$ cat src/hdl/tbsc_pkg.sv
// ----------------------------------------------------------------------------
// tbsc_pkg
// Shared types and constants for the tape block stream checker: word
// layouts of both channels, parser phases and result status codes.
// ----------------------------------------------------------------------------
package tbsc_pkg;

  localparam int unsigned HEADER_LEN = 19;
  localparam int unsigned HDR_BYTES  = 17;
  localparam int unsigned HDR_IDX_W  = $clog2(HDR_BYTES + 1);
  localparam int unsigned CFG_ADDR_W = 2;
  localparam int unsigned CFG_DATA_W = 32;

  localparam logic [CFG_ADDR_W-1:0] REG_CHECK_PARITY = '0;

  typedef enum logic [2:0] {
    PH_LEN_LO  = 3'd0,
    PH_LEN_HI  = 3'd1,
    PH_FLAG    = 3'd2,
    PH_BODY    = 3'd3,
    PH_DISCARD = 3'd4
  } phase_t;

  typedef enum logic [1:0] {
    ST_COMPLETE  = 2'd0,
    ST_SHORT_LEN = 2'd1,
    ST_TRUNCATED = 2'd2
  } status_t;

  typedef struct packed {
    logic [7:0] data_byte;
    logic       stream_last;
  } in_word_t;

  typedef struct packed {
    logic [31:0] block_offset;
    logic [15:0] payload_length;
    logic [7:0]  flag_value;
    logic        is_header;
    logic [7:0]  header_type;
    logic [63:0] name_head;
    logic [15:0] name_tail;
    logic [15:0] data_length_word;
    logic [15:0] param_one;
    logic [15:0] param_two;
    logic        parity_ok;
    status_t     status;
  } out_word_t;

endpackage

$ cat src/hdl/tape_block_stream_checker_top.sv
// ----------------------------------------------------------------------------
// tape_block_stream_checker_top
// Splits a tape image into length-prefixed blocks and checks each block.
//
// Input channel (in_valid / in_stall / in_word): one tape byte per word,
// stream_last set on the final byte of an image. Output channel
// (out_valid / out_stall / out_word): one result word per finished block,
// per block with a length below two (reported on its flag byte) and per
// block cut short by the end of the stream.
// Latency: a result shows on out_word the cycle after the byte that ends
// the block is accepted. Throughput: one byte per cycle unless stalled;
// all parsing is a single stage of logic into a one-word output register.
// When the receiver stalls with a result waiting, in_stall rises and the
// input holds until the result is taken; a waiting result does not block
// bytes while the output register is empty or draining.
// Reset clears the parser to expect a length low byte at stream offset
// zero and empties the output register; check_parity resets to 0.
// Config: register check_parity at byte address 0 (bit 0).
// ----------------------------------------------------------------------------
module tape_block_stream_checker_top
  import tbsc_pkg::*;
(
  input  logic                  clk,
  input  logic                  rst_n,
  input  logic                  in_valid,
  output logic                  in_stall,
  input  in_word_t              in_word,
  output logic                  out_valid,
  input  logic                  out_stall,
  output out_word_t             out_word,
  input  logic                  cfg_psel,
  input  logic                  cfg_penable,
  input  logic                  cfg_pwrite,
  input  logic [CFG_ADDR_W-1:0] cfg_paddr,
  input  logic [CFG_DATA_W-1:0] cfg_pwdata,
  output logic [CFG_DATA_W-1:0] cfg_prdata,
  output logic                  cfg_pready
);

  phase_t               phase_r, phase_nxt;
  logic [15:0]          block_len_r, block_len_nxt;
  logic [15:0]          bytes_left_r, bytes_left_nxt;
  logic [7:0]           flag_r, flag_nxt;
  logic [7:0]           xor_r, xor_nxt;
  logic [7:0]           hdr_r [HDR_BYTES];
  logic [7:0]           hdr_nxt [HDR_BYTES];
  logic [HDR_IDX_W-1:0] hdr_idx_r, hdr_idx_nxt;
  logic [31:0]          stream_pos_r, stream_pos_nxt;
  logic [31:0]          block_start_r, block_start_nxt;
  logic                 check_parity_r;
  logic                 out_valid_r;
  out_word_t            out_word_r, res_word;

  logic    accept;
  logic    last;
  logic    emit;
  logic    have_len;
  logic    have_flag;
  logic    hdr_hit;
  status_t res_status;

  assign accept = in_valid && !in_stall;
  assign last   = in_word.stream_last;

  // config port
  assign cfg_pready = 1'b1;
  assign cfg_prdata = {{(CFG_DATA_W-1){1'b0}}, check_parity_r};

  always_ff @(posedge clk) begin
    if (!rst_n) begin
      check_parity_r <= 1'b0;
    end else if (cfg_psel && cfg_penable && cfg_pwrite && cfg_pready &&
                 cfg_paddr == REG_CHECK_PARITY) begin
      check_parity_r <= cfg_pwdata[0];
    end
  end

  // phase next state
  always_comb begin
    phase_nxt = phase_r;
    if (accept) begin
      unique case (phase_r)
        PH_LEN_LO:  phase_nxt = PH_LEN_HI;
        PH_LEN_HI:  phase_nxt = PH_FLAG;
        PH_FLAG:    phase_nxt = (block_len_r < 16'd2) ? PH_DISCARD : PH_BODY;
        PH_BODY:    phase_nxt = (bytes_left_r == 16'd1) ? PH_LEN_LO : PH_BODY;
        PH_DISCARD: phase_nxt = PH_DISCARD;
        default:    phase_nxt = PH_LEN_LO;
      endcase
      if (last) begin
        phase_nxt = PH_LEN_LO;
      end
    end
  end

  // datapath and result selection
  always_comb begin
    block_len_nxt   = block_len_r;
    bytes_left_nxt  = bytes_left_r;
    flag_nxt        = flag_r;
    xor_nxt         = xor_r;
    hdr_idx_nxt     = hdr_idx_r;
    block_start_nxt = block_start_r;
    for (int i = 0; i < HDR_BYTES; i++) begin
      hdr_nxt[i] = hdr_r[i];
    end
    emit       = 1'b0;
    have_len   = 1'b1;
    have_flag  = 1'b1;
    res_status = ST_TRUNCATED;

    case (phase_r)
      PH_LEN_LO: begin
        block_start_nxt = stream_pos_r;
        block_len_nxt   = {8'd0, in_word.data_byte};
        have_len        = 1'b0;
        have_flag       = 1'b0;
        emit            = last;
      end
      PH_LEN_HI: begin
        block_len_nxt = {in_word.data_byte, block_len_r[7:0]};
        have_flag     = 1'b0;
        emit          = last;
      end
      PH_FLAG: begin
        flag_nxt    = in_word.data_byte;
        xor_nxt     = in_word.data_byte;
        hdr_idx_nxt = '0;
        for (int i = 0; i < HDR_BYTES; i++) begin
          hdr_nxt[i] = 8'd0;
        end
        if (block_len_r < 16'd2) begin
          emit       = 1'b1;
          res_status = ST_SHORT_LEN;
        end else begin
          bytes_left_nxt = block_len_r - 16'd1;
          emit           = last;
        end
      end
      PH_BODY: begin
        for (int i = 0; i < HDR_BYTES; i++) begin
          if (hdr_idx_r == HDR_IDX_W'(i)) begin
            hdr_nxt[i] = in_word.data_byte;
          end
        end
        if (hdr_idx_r < HDR_IDX_W'(HDR_BYTES)) begin
          hdr_idx_nxt = hdr_idx_r + HDR_IDX_W'(1);
        end
        xor_nxt        = xor_r ^ in_word.data_byte;
        bytes_left_nxt = bytes_left_r - 16'd1;
        if (bytes_left_r == 16'd1) begin
          emit       = 1'b1;
          res_status = ST_COMPLETE;
        end else begin
          emit = last;
        end
      end
      default: begin
        emit = 1'b0;
      end
    endcase

    stream_pos_nxt = last ? 32'd0 : stream_pos_r + 32'd1;

    hdr_hit = have_flag && block_len_nxt == 16'(HEADER_LEN) && flag_nxt == 8'd0;

    res_word                = '0;
    res_word.block_offset   = block_start_nxt;
    res_word.payload_length = (have_len && block_len_nxt >= 16'd2) ?
                              block_len_nxt - 16'd2 : 16'd0;
    res_word.flag_value     = have_flag ? flag_nxt : 8'd0;
    res_word.is_header      = hdr_hit;
    if (hdr_hit) begin
      res_word.header_type = hdr_nxt[0];
      for (int i = 0; i < 8; i++) begin
        res_word.name_head[8*i +: 8] = hdr_nxt[1+i];
      end
      res_word.name_tail        = {hdr_nxt[10], hdr_nxt[9]};
      res_word.data_length_word = {hdr_nxt[12], hdr_nxt[11]};
      res_word.param_one        = {hdr_nxt[14], hdr_nxt[13]};
      res_word.param_two        = {hdr_nxt[16], hdr_nxt[15]};
    end
    res_word.parity_ok = (res_status == ST_COMPLETE) &&
                         (!check_parity_r || xor_nxt == 8'd0);
    res_word.status    = res_status;
  end

  // parser state
  always_ff @(posedge clk) begin
    if (!rst_n) begin
      phase_r       <= PH_LEN_LO;
      block_len_r   <= '0;
      bytes_left_r  <= '0;
      flag_r        <= '0;
      xor_r         <= '0;
      hdr_idx_r     <= '0;
      stream_pos_r  <= '0;
      block_start_r <= '0;
    end else if (accept) begin
      phase_r       <= phase_nxt;
      block_len_r   <= block_len_nxt;
      bytes_left_r  <= bytes_left_nxt;
      flag_r        <= flag_nxt;
      xor_r         <= xor_nxt;
      hdr_idx_r     <= hdr_idx_nxt;
      stream_pos_r  <= stream_pos_nxt;
      block_start_r <= block_start_nxt;
    end
  end

  // header bytes, read only after the flag byte clears them
  always_ff @(posedge clk) begin
    if (accept) begin
      for (int i = 0; i < HDR_BYTES; i++) begin
        hdr_r[i] <= hdr_nxt[i];
      end
    end
  end

  // output register
  always_ff @(posedge clk) begin
    if (!rst_n) begin
      out_valid_r <= 1'b0;
    end else if (!out_valid_r || !out_stall) begin
      out_valid_r <= accept && emit;
    end
  end

  always_ff @(posedge clk) begin
    if (accept && emit) begin
      out_word_r <= res_word;
    end
  end

  assign in_stall  = out_valid_r && out_stall;
  assign out_valid = out_valid_r;
  assign out_word  = out_word_r;

endmodule
$ cat config.mk
export PLATFORM = sky130hd
export DESIGN_NAME = tape_block_stream_checker_top
export DESIGN_NICKNAME = d
export VERILOG_FILES = /design/src/hdl/tbsc_pkg.sv /design/src/hdl/tape_block_stream_checker_top.sv
export SDC_FILE = /design/constraint.sdc
export NUM_CORES = 1
export LEC_CHECK = 0
export ABC_AREA = 1
export BUFFER_PORTS_ARGS = -buffer_cell sky130_fd_sc_hd__buf_2
export CAP_MARGIN = 10
export CELL_PAD_IN_SITES_DETAIL_PLACEMENT = 0
export CELL_PAD_IN_SITES_GLOBAL_PLACEMENT = 1
export CORE_ASPECT_RATIO = 1.5
export CORE_UTILIZATION = 31
export CTS_CLUSTER_SIZE = 20
export DETAILED_ROUTE_END_ITERATION = 7
export PLACE_DENSITY = 0.61
export RECOVER_POWER = 100
export SLEW_MARGIN = 20
export SYNTH_ARGS = -nofsm -noshare
export SYNTH_HDL_FRONTEND = slang
export SYNTH_SLANG_ARGS = --single-unit
export TNS_END_PERCENT = 30
$ cat constraint.sdc
create_clock -name clk -period 11.94 [get_ports clk]
set_clock_uncertainty 0.2 [all_clocks]
set_input_delay 1.791 -clock clk [delete_from_list [all_inputs] [get_ports clk]]
set_output_delay 1.791 -clock clk [all_outputs]
set_load 0.01 [all_outputs]
-- After elaboration in Yosys (flattened, before gate mapping)
Memories as Yosys holds them, arrays and structs flattened.
Cells that the tools add are included.
- magnitude comparators: 3
- add/subtract/negate cells: 5
- bitwise logic cells: 1
- mux-type cells: 41
- reduce and logical (&&, ||, !) cells: 26
- equality and inequality tests: 24
- operator list (operator ; count):
    $pmux 136 s2 ; 1
    $mux 8 ; 18
    $mux 32 ; 2
    $pmux 16 s2 ; 2
    $eq 5x4->1 const B ; 8
    $add 32x1->32 const B ; 1
    $sub 16x1->16 const B ; 2
    $eq 5x3->1 const B ; 4
    $eq 16x1->1 const B ; 1
    $eq 16x5->1 const B ; 1
    $ge 16x2->1 const B ; 1
    $logic_not 8->1 ; 2
    $lt 16x2->1 const B ; 1
    $mux 16 ; 1
    $pmux 8 s2 ; 1
    $sub 16x2->16 const B ; 1
    $pmux 3 s5 ; 1
    $eq 5x2->1 const B ; 2
    $logic_and 1x1->1 ; 10
    $pmux 5 s2 ; 1
    $xor 8x8->8 ; 1
    $eq 3x2->1 const B ; 2
    $mux 1 ; 6
    $mux 2 ; 3
    other kinds (19) ; 27
- RAM bits: 136
- word-level logic and storage cells: 123
- memories kept: 1
- output and inout bits: 231
- register bits after elaboration: 318
- input bits: 50
- memories (name ; depth ; width ; rd ports ; clocked after Yosys merged registers in ; wr ports ; RTL line ; text):
    hdr_r ; 17 ; 8 ; 17 ; 0 ; 17 ; tape_block_stream_checker_top.sv:45 ; logic [7:0] hdr_r [HDR_BYTES];

-- Logic depth before layout (Yosys ltp)
Gate-level depths: netlist of the first run.
- depth after elaboration: 5
- mapped depth: 13
- mapped depth without buffers: 11

-- Least setup slack after synthesis of the first run
Ideal clock, no wire load.
- path type: input -> register
- start: in out_stall
- end: mem hdr_r[0][0] (enable)
- setup time: 553 ps
- buffers on the path: 3
- slack: 4772 ps
- required time: 11187 ps
- arrival time: 6415 ps
- cell stages on the path: 6
- cell sequence: nand2_1 > nand2_1 > clkbuf_1 > inv_2 > clkbuf_1 > buf_1
- RTL lines (item ; RTL line ; text):
    start, declared ; tape_block_stream_checker_top.sv:29 ; input logic out_stall,
    end, declared ; tape_block_stream_checker_top.sv:45 ;

-- Final worst setup path of the first run
- start: reg phase_r[0]
- end: reg out_word_r (netlist bit out_word[21]), data pin
- word-level cells in the longest chain between the ends: 5
- elaborated cells on any way between the ends: 13
- those cells by class: 4 x eq/ne; 4 x mux; 5 x reduce/logical
- ends and longest elaborated chain (item ; RTL line ; text):
    start, declared ; tape_block_stream_checker_top.sv:40 ; phase_t phase_r, phase_nxt;
    start signal, assigned ; tape_block_stream_checker_top.sv:200 ; phase_r <= phase_nxt;
    $eq 3x1->1 or $logic_not 3->1 (tied branches) ; tape_block_stream_checker_top.sv:112 ; case (phase_r)
    $pmux 16 s2 or $reduce_or 2->1 (tied branches) ; - ;
    $eq 16x5->1 or $mux 1 (tied branches) ; tape_block_stream_checker_top.sv:165, tape_block_stream_checker_top.sv:112 ;
    $logic_and 1x1->1 (2 in a row) ; tape_block_stream_checker_top.sv:165 ; hdr_hit = have_flag && block_len_nxt == 16'(HEADER_LEN) && flag_nxt == 8'd0;
    end signal, assigned ; tape_block_stream_checker_top.sv:231 ; out_word_r <= res_word;
    end, declared ; tape_block_stream_checker_top.sv:52 ; out_word_t out_word_r, res_word;
Parallel ways exist; a longest one is shown, timed or not.
A chain may end at the register's enable or synchronous reset.

==> results of run 1 <==
## cell usage after synthesis (all sizes together), types with 14 or more instances
| library cell | number | area share [%] |
|---|---|---|
| a21oi | 92 | 2.2 |
| nor2 | 381 | 7.0 |
| nor3 | 23 | 0.56 |
| nand4 | 14 | 0.43 |
| nand2 | 340 | 6.2 |
| o21ai | 135 | 3.3 |
| inv | 441 | 8.1 |
| clkbuf | 44 | 0.80 |
| buf | 71 | 2.1 |
| nand3 | 111 | 2.7 |
| dfxtp | 122 | 12 |
| o22ai | 128 | 3.9 |
| edfxtp | 332 | 49 |
## metrics by stage
| step | power (mW) | util, % | worst slack, ps | area [um2] | hold WS (ps) |
|---|---|---|---|---|---|
| after floorplan | 2.05 | - | 4770 | 20700 | 243 |
| after global placement | 2.14 | 34.1 | 6380 | 22400 | 264 |
| after detailed placement | 2.14 | 34.1 | 6320 | 22400 | 274 |
| after CTS | 3.61 | 36.4 | 6950 | 23900 | 286 |
| after global routing | 3.70 | 35.9 | 3480 | 23600 | 296 |
| final | 3.55 | 35.9 | 4300 | 23600 | 281 |
## power by group
group	switching, mW	internal [mW]	leakage (nW)
Clock	0.641	0.799	0.709
Combinational	0.224	0.0795	4.95
Sequential	0.0281	1.77	4.22
## layout make-up
cell class | instances | area share [%]
sequential | 454 | 52.7
multi-input combinational | 1307 | 25.4
inverter | 449 | 7.21
clock buffer | 55 | 5.03
tap | 877 | 4.66
timing repair buffer | 232 | 3.91
clock inverter | 29 | 1.16
## state kept, by name (all words and copies together), names as in the netlist
| name | cells |
|---|---|
| block_start_r | 32 |
| out_word | 196 |
| hdr_r | 136 |
| flag_r | 8 |
| phase_r | 3 |
| block_len_r | 16 |
| out_valid | 1 |
| bytes_left_r | 16 |
| stream_pos_r | 32 |
| check_parity_r | 1 |
| xor_r | 8 |
| hdr_idx_r | 5 |
## worst max path at each step
stage | endpoint | slack, ps | cells after the start | start
4_1_cts | out_word[21] | 6950 | 10 | in_word[6]
5_1_grt | out_word[12] | 3480 | 11 | phase_r[0]
3_3_place_gp | out_word[16] | 6380 | 10 | in_word[7]
6_report | out_word[21] | 4300 | 11 | phase_r[0]
3_5_place_dp | out_word[21] | 6320 | 10 | in_word[6]
2_1_floorplan | hdr_r[0][0] | 4770 | 6 | out_stall
## worst register-to-register path, delay by kind of cell, from the launching register on
kind	cells	cell delay [ps]
flops	1	350
buf+inv	6	5650
simple gates	4	590
compound gates	1	570
## metal layers
metal / track usage (%) / vias to the layer above / wire length (um)
met3: 2.48 / 69 / 2370
li1: - / 7799 / -
met1: 22.1 / 7491 / 25800
met4: 4.56 / 0 / 1190
met2: 29.4 / 390 / 28400
met5: 0 / - / 0
## logic make-up (layout without fill, tap and decap cells)
kind of cell	after synthesis	after routing	share of synthesized area (%)
AOI/OAI and AO/OA	382	382	10.4
xor gates and xnor gates	10	10	0.426
adders and majority gates	10	10	0.609
buffers and inverters	564	765	11.1
DFF	454	454	60.4
other	2	32	0.0365
and+or+nand+nor	873	873	17.0
==> results_dict.tcl, run 1 <==
set metrics [dict create \
    io_buffer_count 217 \
    r2r_end "out_word[21]" \
    numCtsBuffers 46 \
    fin_crit_sh_pct 64.0 \
    path_class "register to register" \
    clkTransAtPathRegs_ps 60 \
    clockBufferDepth 3 \
    dpl.hpwl_mm 37.5 \
    max_freq_mhz 131 \
    instances_no_fill 3403 \
    io_pins 281 \
    drive_above_1_share_pct 3.88 \
    firstDrtPassIters 5 \
    setup_viol 0 \
    required_ps 12050 \
    layout.cells.most_common "inv_1" \
    leakage_nw 9.88 \
    grt_max_degree 121 \
    routedWlPerCell_um 17.0 \
    fin_nets 2550 \
    worst_slew_margin_rel_pct -194 \
    viasPerCell 4.63 \
    die_y_um 317 \
    critical_path_arrival_ps 7750 \
    critPathLaunchType "register" \
    power.density_nw_per_um2 150 \
    cts_resized 0 \
    cts_tree "done" \
    antenna_found_initial 0 \
    violations "capacitance limit, slew limit" \
    critical-path-max-stage-delay_ps 2260 \
    synthToLayoutAreaGrowth_pct 14.7 \
    worstHoldStart "stream_pos_r[15]" \
    tightest_slew_ps 4420 \
    rows 115 \
    diodes 0 \
    layout_min_cycle_time_ps 7640 \
    core_um2 65600 \
    cts.sinks 454 \
    ys_ff_latch 454 \
    critPathSlowestCell "clkbuf_1" \
    postCtsSetupBuffers 0 \
    vias 15749 \
    initial_core_util_pct 31.3 \
    grt_pass1_vias 15182 \
    min_path_type "register to register" \
    seq_area_frac_synth_pct 60.4 \
    crit_family "buffers and inverters" \
    regToRegSetupSlack_ps 4300 \
    cp.buffers_inverters 6 \
    n_fill_cell 6916 \
    root_buffer "clkbuf_16" \
    cap_violations 8 \
    synth_flop_cell "edfxtp_1" \
    synth_edf_count 332 \
    place_congestion 0.843 \
    syn-mean-instance-area_um2 8.96 \
    worstSetupEndpointType "register" \
    r2r-start "phase_r[0]" \
    yosysWarnings 0 \
    multi_input_comb_area_um2 5980 \
    grt.total_usage_pct 17.0 \
    grt_overflow 0 \
    hold_viol 0 \
    post-place-cells 3319 \
    status "complete, but fails checks" \
    whs_path_depth 2 \
    synth_cell_types 34 \
    critPathMaxFanout 83 \
    regArea_um2 12400 \
    wl_mm 57.8 \
    ant_nets 0 \
    tns_ps 0 \
    synth_cells 2295 \
    holdPathEnd "stream_pos_r[16]" \
    async_flop_share_pct 0 \
    die_w_um 212 \
    layout_common_cells "436 x inv_1, 378 x nor2_1, 339 x nand2_1" \
    die-area_um2 67400 \
    ir_worst_vdd_v 0.000106 \
    htree_levels 2 \
    path_cells "clkbuf_1 -> inv_2 -> nand2_2 -> clkbuf_1 -> o21ai_1 -> inv_1 -> nor2_1 -> nand4_1 -> buf_4 -> buf_4 -> nor2_1" \
    rr_worst_depth 11 \
    rsz0062_at_grt "no" \
    cts_hold_buf 0 \
    grt_pass1_wl_mm 88.4 \
    insertion_delay_ps 610 \
    drc 0 \
    drv_slew 384 \
    drtIter0Drc 976 \
    netlist_area_um2 20600 \
]
No activity file was read; power rests on OpenSTA's default activity.
==> inputs of run 2 (changes only) <==
ABC_AREA = 0   (was 1)
PLACE_DENSITY = 0.6   (was 0.61)
clock period = 6.64 ns   (was 11.94 ns; I/O delays follow)
==> run 2 against run 1 <==
Compared with the run above:
- clock power rose by 93%
- synthesized cell count fell by 23%
- the run still ends with capacitance limit, slew limit left
- setup slack worse by 2500 ps
- worst hold slack got worse by 6.7 ps
- critical path depth shrank 4
- non-clock buffer count up 11
==> results_dict.tcl, run 2 <==
set metrics [dict create \
    path_cells "buf_4 -> nand2_1 -> or3_1 -> and2_0 -> nor2b_1 -> nor3_1 -> clkbuf_1" \
    die_y_um 319 \
    clkPwrFrac_pct 42.5 \
    synth.most_common_cell "edfxtp_1" \
    initial_core_util_pct 31.5 \
    synth_common_cells "332 x edfxtp_1, 212 x nand2_1, 174 x nor2_1" \
    regToRegSetupSlack_ps 1780 \
    die_w_um 213 \
    cts_hold_buf 0 \
    cap_violations 5 \
    drive_above_1_share_pct 9.58 \
    rsz0062_at_grt "no" \
    met3WireLength_mm 2.88 \
    yosysTopAreaCellShare_pct 48.0 \
    ir_worst_vdd_v 0.000155 \
    violations "capacitance limit, slew limit" \
    max_freq_mhz 206 \
    highest_layer "met5" \
    syn-mean-instance-area_um2 11.8 \
    synth_cells 1760 \
    clkTransAtPathRegs_ps 60 \
    worstSetupEndpointType "register" \
    drv_slew 275 \
    whs_path_depth 2 \
    hold_viol 0 \
    fin_nets 1987 \
    grt.total_usage_pct 15.7 \
    grt_pass1_wl_mm 82.7 \
    postCtsSetupBuffers 0 \
    place_area_um2 22400 \
    routedWlPerCell_um 18.9 \
    die-area_um2 68000 \
    io_pins 281 \
    required_ps 6600 \
    clockBufferDepth 3 \
    grt_max_degree 165 \
    core_um2 65900 \
    cts_tree "done" \
    rr_worst_depth 7 \
    critPathSlowestCell "clkbuf_1" \
    min_path_type "register to register" \
    cts.sinks 454 \
    switching_power_mw 1.53 \
    status "complete, but fails checks" \
    wl_met1_mm 22.3 \
    insertion_delay_ps 590 \
    firstDrtPassIters 7 \
    ys_ff_latch 454 \
    synth_edf_count 332 \
    power.density_nw_per_um2 280 \
    worst_slew_margin_rel_pct -106 \
    io_buffer_count 217 \
    dpl.hpwl_mm 34.5 \
    critical-path-max-stage-delay_ps 1410 \
    worstHoldStart "bytes_left_r[14]" \
    largest_reg_flops 196 \
    diodes 0 \
    whs_ps 275 \
    combPwrFrac_pct 7.7 \
    layout_common_cells "332 x edfxtp_1, 217 x clkbuf_1, 212 x nand2_1" \
    netlist_area_um2 20700 \
    synth_top_cell_by_area "edfxtp_1" \
    antenna_found_initial 3 \
    stdcell_area_um2 23300 \
    path_class "register to register" \
    yosysWarnings 0 \
    synth_flop_cell "edfxtp_1" \
    numCtsBuffers 46 \
    grt_pass1_vias 13780 \
    vias 13904 \
    grt_overflow 0 \
    r2r-start "phase_r[0]" \
    critPathLaunchType "register" \
    layout.cells.most_common "edfxtp_1" \
    drtIter0Drc 674 \
    r2r_end "out_word[167]" \
    fin_crit_sh_pct 73.2 \
    wl_met2_mm 27.2 \
    leakage_nw 7.90 \
    synth_cell_types 65 \
    async_flop_share_pct 0 \
    setup_viol 0 \
    root_buffer "clkbuf_16" \
    pwr-share-seq_pct 49.8 \
    viasPerCell 4.90 \
    holdPathEnd "bytes_left_r[14]" \
    ant_nets 0 \
    synthToLayoutAreaGrowth_pct 12.3 \
    cts_resized 0 \
    seq_area_frac_synth_pct 59.8 \
    wl_mm 53.8 \
    rows 115 \
    layout_min_cycle_time_ps 4860 \
    drc 0 \
    tightest_slew_ps 3090 \
    htree_levels 2 \
    internal_power_mw 5.00 \
    place_congestion 0.792 \
    swShare_pct 23.4 \
    critPathMaxFanout 38 \
    critical_path_arrival_ps 4820 \
    synth_area_leaders "edfxtp_1 48%, dfxtp_1 12%, nor2b_4 6.0%" \
]
==> run 2: cell types whose count changed after synthesis, sizes merged, moves of 33 or more <==
| cell | change |
|---|---|
| xnor2 | +33 |
| nor2b | +138 |
| nor2 | -206 |
| o21ai | -78 |
| o22ai | -123 |
| a22o | +138 |
| inv | -417 |
| nand3 | -70 |
| nand2 | -128 |
| nor3 | +40 |
==> run 2: area by class of cell <==
class,instances,area (um2)
well taps,877,1100
clock buffers,58,1240
clock inverters,25,358
multi-input cells,1157,7070
flip-flops and latches,454,12400
inverters,25,101
fillers,6754,42600
repair buffers,243,1040
==> run 2: routing by layer <==
metal	vias to the layer above	GRT usage, %
met4	6	4.40
met3	88	3.05
met2	402	27.7
li1	6610	-
met5	-	0
met1	6798	19.2
==> run 2: cells by family after synthesis <==
kind of cell / Yosys count / synth area share [%]
AO/OA/AOI/OAI: 324 / 11.3
XOR/XNOR: 53 / 2.24
adder cells (fa/ha/maj): 10 / 0.603
buffers and inverters: 179 / 5.00
flip-flops: 454 / 59.8
multiplexers: 16 / 0.778
other: 2 / 0.0362
AND/OR/NAND/NOR: 722 / 20.2
==> run 2: metrics by stage <==
stage | TNS [ps] | cells | worst slack (ps) | total power [mW] | util, %
2_1_floorplan | -41200 | 1790 | -210 | 3.69 | -
3_5_place_dp | 0 | 2756 | 2360 | 3.85 | 34.1
6_report | 0 | 2839 | 1780 | 6.53 | 35.4
4_1_cts | 0 | 2839 | 2950 | 6.67 | 36.5
5_1_grt | 0 | 2839 | 1410 | 6.79 | 35.4
3_3_place_gp | 0 | 2756 | 2420 | 3.84 | 34.0
==> run 2: power by group through the flow <==
| stage | Combinational (mW) | Sequential, mW | Clock (mW) |
|---|---|---|---|
| after global routing | 0.557 | 3.27 | 2.97 |
| after CTS | 0.542 | 3.25 | 2.88 |
| after floorplan | 0.370 | 3.32 | 0 |
| final | 0.503 | 3.25 | 2.78 |
| after detailed placement | 0.538 | 3.31 | 0 |
| after global placement | 0.536 | 3.30 | 0 |
==> run 2: worst max-delay path, delay by kind of cell, from the launching register on <==
kind	cells	cell delay, ps
flops	1	890
simple gates	5	1370
buf+inv	2	1950
==> run 2: worst max-delay path by stage <==
| stage | start | end | slack [ps] | cells after the start |
|---|---|---|---|---|
| 2_1_floorplan | in_valid | out_word[0] | -210 | 5 |
| 5_1_grt | phase_r[0] | out_word[157] | 1410 | 6 |
| 4_1_cts | phase_r[1] | out_word[53] | 2950 | 7 |
| 6_report | phase_r[0] | out_word[167] | 1780 | 7 |
| 3_3_place_gp | in_word[4] | out_word[112] | 2420 | 8 |
| 3_5_place_dp | in_word[4] | out_word[95] | 2360 | 8 |
==> inputs of run 3 (changes only) <==
PLACE_DENSITY = 0.58   (was 0.6)
clock period = 4.7 ns   (was 6.64 ns; I/O delays follow)
==> run 3 against run 2 <==
Compared with the run above:
- the flow still finishes with violations (capacitance limit, slew limit)
- fmax rose by 20%
- flip-flop and latch count did not move
- routed wire length rose by 2.9%
- via count fell by 0.59%
- first-iteration DRC count rose by 5.5%
- total power rose by 39%
- register-to-register slack got worse by 1100 ps
- non-clock buffer count rose by 18
- highest routed layer unchanged
==> results_dict.tcl, run 3 (synthesized netlist as in run 2, its figures left out) <==
set metrics [dict create \
    fin_crit_sh_pct 86.0 \
    insertion_delay_ps 590 \
    drv_slew 140 \
    ant_nets 0 \
    max_freq_mhz 247 \
    synthToLayoutAreaGrowth_pct 12.9 \
    critPathLaunchType "register" \
    vias 13822 \
    post-place-cells 2774 \
    critical_path_arrival_ps 4090 \
    required_ps 4750 \
    layout_common_cells "332 x edfxtp_1, 216 x clkbuf_1, 212 x nand2_1" \
    leakage_nw 8.01 \
    regToRegSetupSlack_ps 660 \
    die_y_um 319 \
    hold_viol 0 \
    clkTransAtPathRegs_ps 60 \
    layout_min_cycle_time_ps 4040 \
    io_pins 281 \
    diodes 0 \
    r2r-start "phase_r[2]" \
    rr_worst_depth 7 \
    die-area_um2 68000 \
    fin_ws_ps 659 \
    numCtsBuffers 46 \
    setup_viol 0 \
    min_path_type "input pin to register" \
    io_buffer_count 217 \
    path_class "register to register" \
    cap_violations 2 \
    holdPathEnd "check_parity_r" \
    tightest_slew_ps 2720 \
    whs_ps 219 \
    rows 115 \
    crit_family "simple AND/OR/NAND/NOR gates" \
    antenna_found_initial 2 \
    worstSetupEndpointType "register" \
    cts_resized 0 \
    firstDrtPassIters 5 \
    grt_overflow 0 \
    dpl.hpwl_mm 36.7 \
    p_total_mw 9.09 \
    grt.total_usage_pct 16.2 \
    drc 0 \
    viasPerCell 4.83 \
    layout.cells.most_common "edfxtp_1" \
    r2r_end "out_word[74]" \
    critPathMaxFanout 70 \
    postCtsSetupBuffers 0 \
    pre_cts_ws_ps 755 \
    die_w_um 213 \
    instances_no_fill 2859 \
    path_cells "nor3b_1 -> nand3_2 -> and2_4 -> nor2b_4 -> nor3_4 -> buf_4 -> buf_12" \
    grt_pass1_vias 13739 \
    worst_slew_margin_rel_pct -81.3 \
    finish.utilization_pct 35.6 \
    cts.sinks 454 \
    core_um2 65900 \
    cts_tree "done" \
    cts_hold_buf 0 \
    clockBufferDepth 3 \
    ir_worst_vdd_v 0.000225 \
    critical-path-max-stage-delay_ps 1260 \
    htree_levels 2 \
    critPathSlowestCell "nor3b_1" \
    whs_path_depth 3 \
    worstHoldStart "cfg_pwdata[0]" \
    status "complete, but fails checks" \
    cp.buffers_inverters 2 \
    fin_nets 2005 \
    power.density_nw_per_um2 388 \
    place_congestion 0.781 \
    drtIter0Drc 711 \
    root_buffer "clkbuf_16" \
    initial_core_util_pct 31.5 \
    rsz0062_at_grt "no" \
    routedWlPerCell_um 19.4 \
    grt_max_degree 104 \
    grt_pass1_wl_mm 84.2 \
    drive_above_1_share_pct 10.6 \
    largest_reg_flops 196 \
    violations "capacitance limit, slew limit" \
    wl_mm 55.3 \
]
==> run 3: changes by cell type in the layout (fill, tap and decap cells not counted), sizes merged <==
cell      previous run  this run
bufinv               8         4
clkinv              13        18
buf                 33        51
clkinvlp             3         2
clkbuf             268       270
==> run 3: through the flow <==
stage | cell area (um2) | TNS [ps]
after global routing | 23400 | 0
after global placement | 22600 | 0
final | 23400 | 0
after detailed placement | 22600 | 0
after floorplan | 20900 | -619510
after CTS | 24100 | 0
==> run 3: final cells by class <==
class                   instances  area [um2]
well taps                     877        1100
inverters                      25        95.1
clock inverters                25         250
clock buffers                  60        1270
multi-input cells            1157        7120
flip-flops and latches        454       12400
repair buffers                261        1190
fillers                      6691       42500
==> run 3: report_power, final <==
group,switching [mW],leakage [nW],internal (mW)
Combinational,0.473,3.05,0.262
Sequential,0.0888,4.22,4.51
Clock,1.63,0.739,2.13
Total,2.19,8.01,6.90
==> run 3: worst max path at each step <==
stage,from,end,slack (ps),cells after the start
finish,phase_r[2],out_word[74],660,7
global route,phase_r[2],out_word[74],330,7
CTS,phase_r[2],out_word[103],880,7
detailed placement,in_word[6],out_word[139],760,7
global placement,in_word[6],out_word[139],860,7
floorplan,block_len_r[10],out_word[0],-2140,6
==> run 3: metal layers <==
layer | GRT usage, % | vias to the layer above | share of wire (%)
li1 | - | 6639 | -
met3 | 3.33 | 86 | 5.1
met2 | 29.3 | 351 | 52
met4 | 4.49 | 4 | 2.4
met1 | 19.0 | 6742 | 41
met5 | 0 | - | 0.051
==> run 3: tightest hold or removal path: cells and delay by family <==
family | cells | cell delay [ps]
multiplexers | 1 | 100
buffers and inverters | 1 | 70
AND/OR/NAND/NOR | 1 | 90
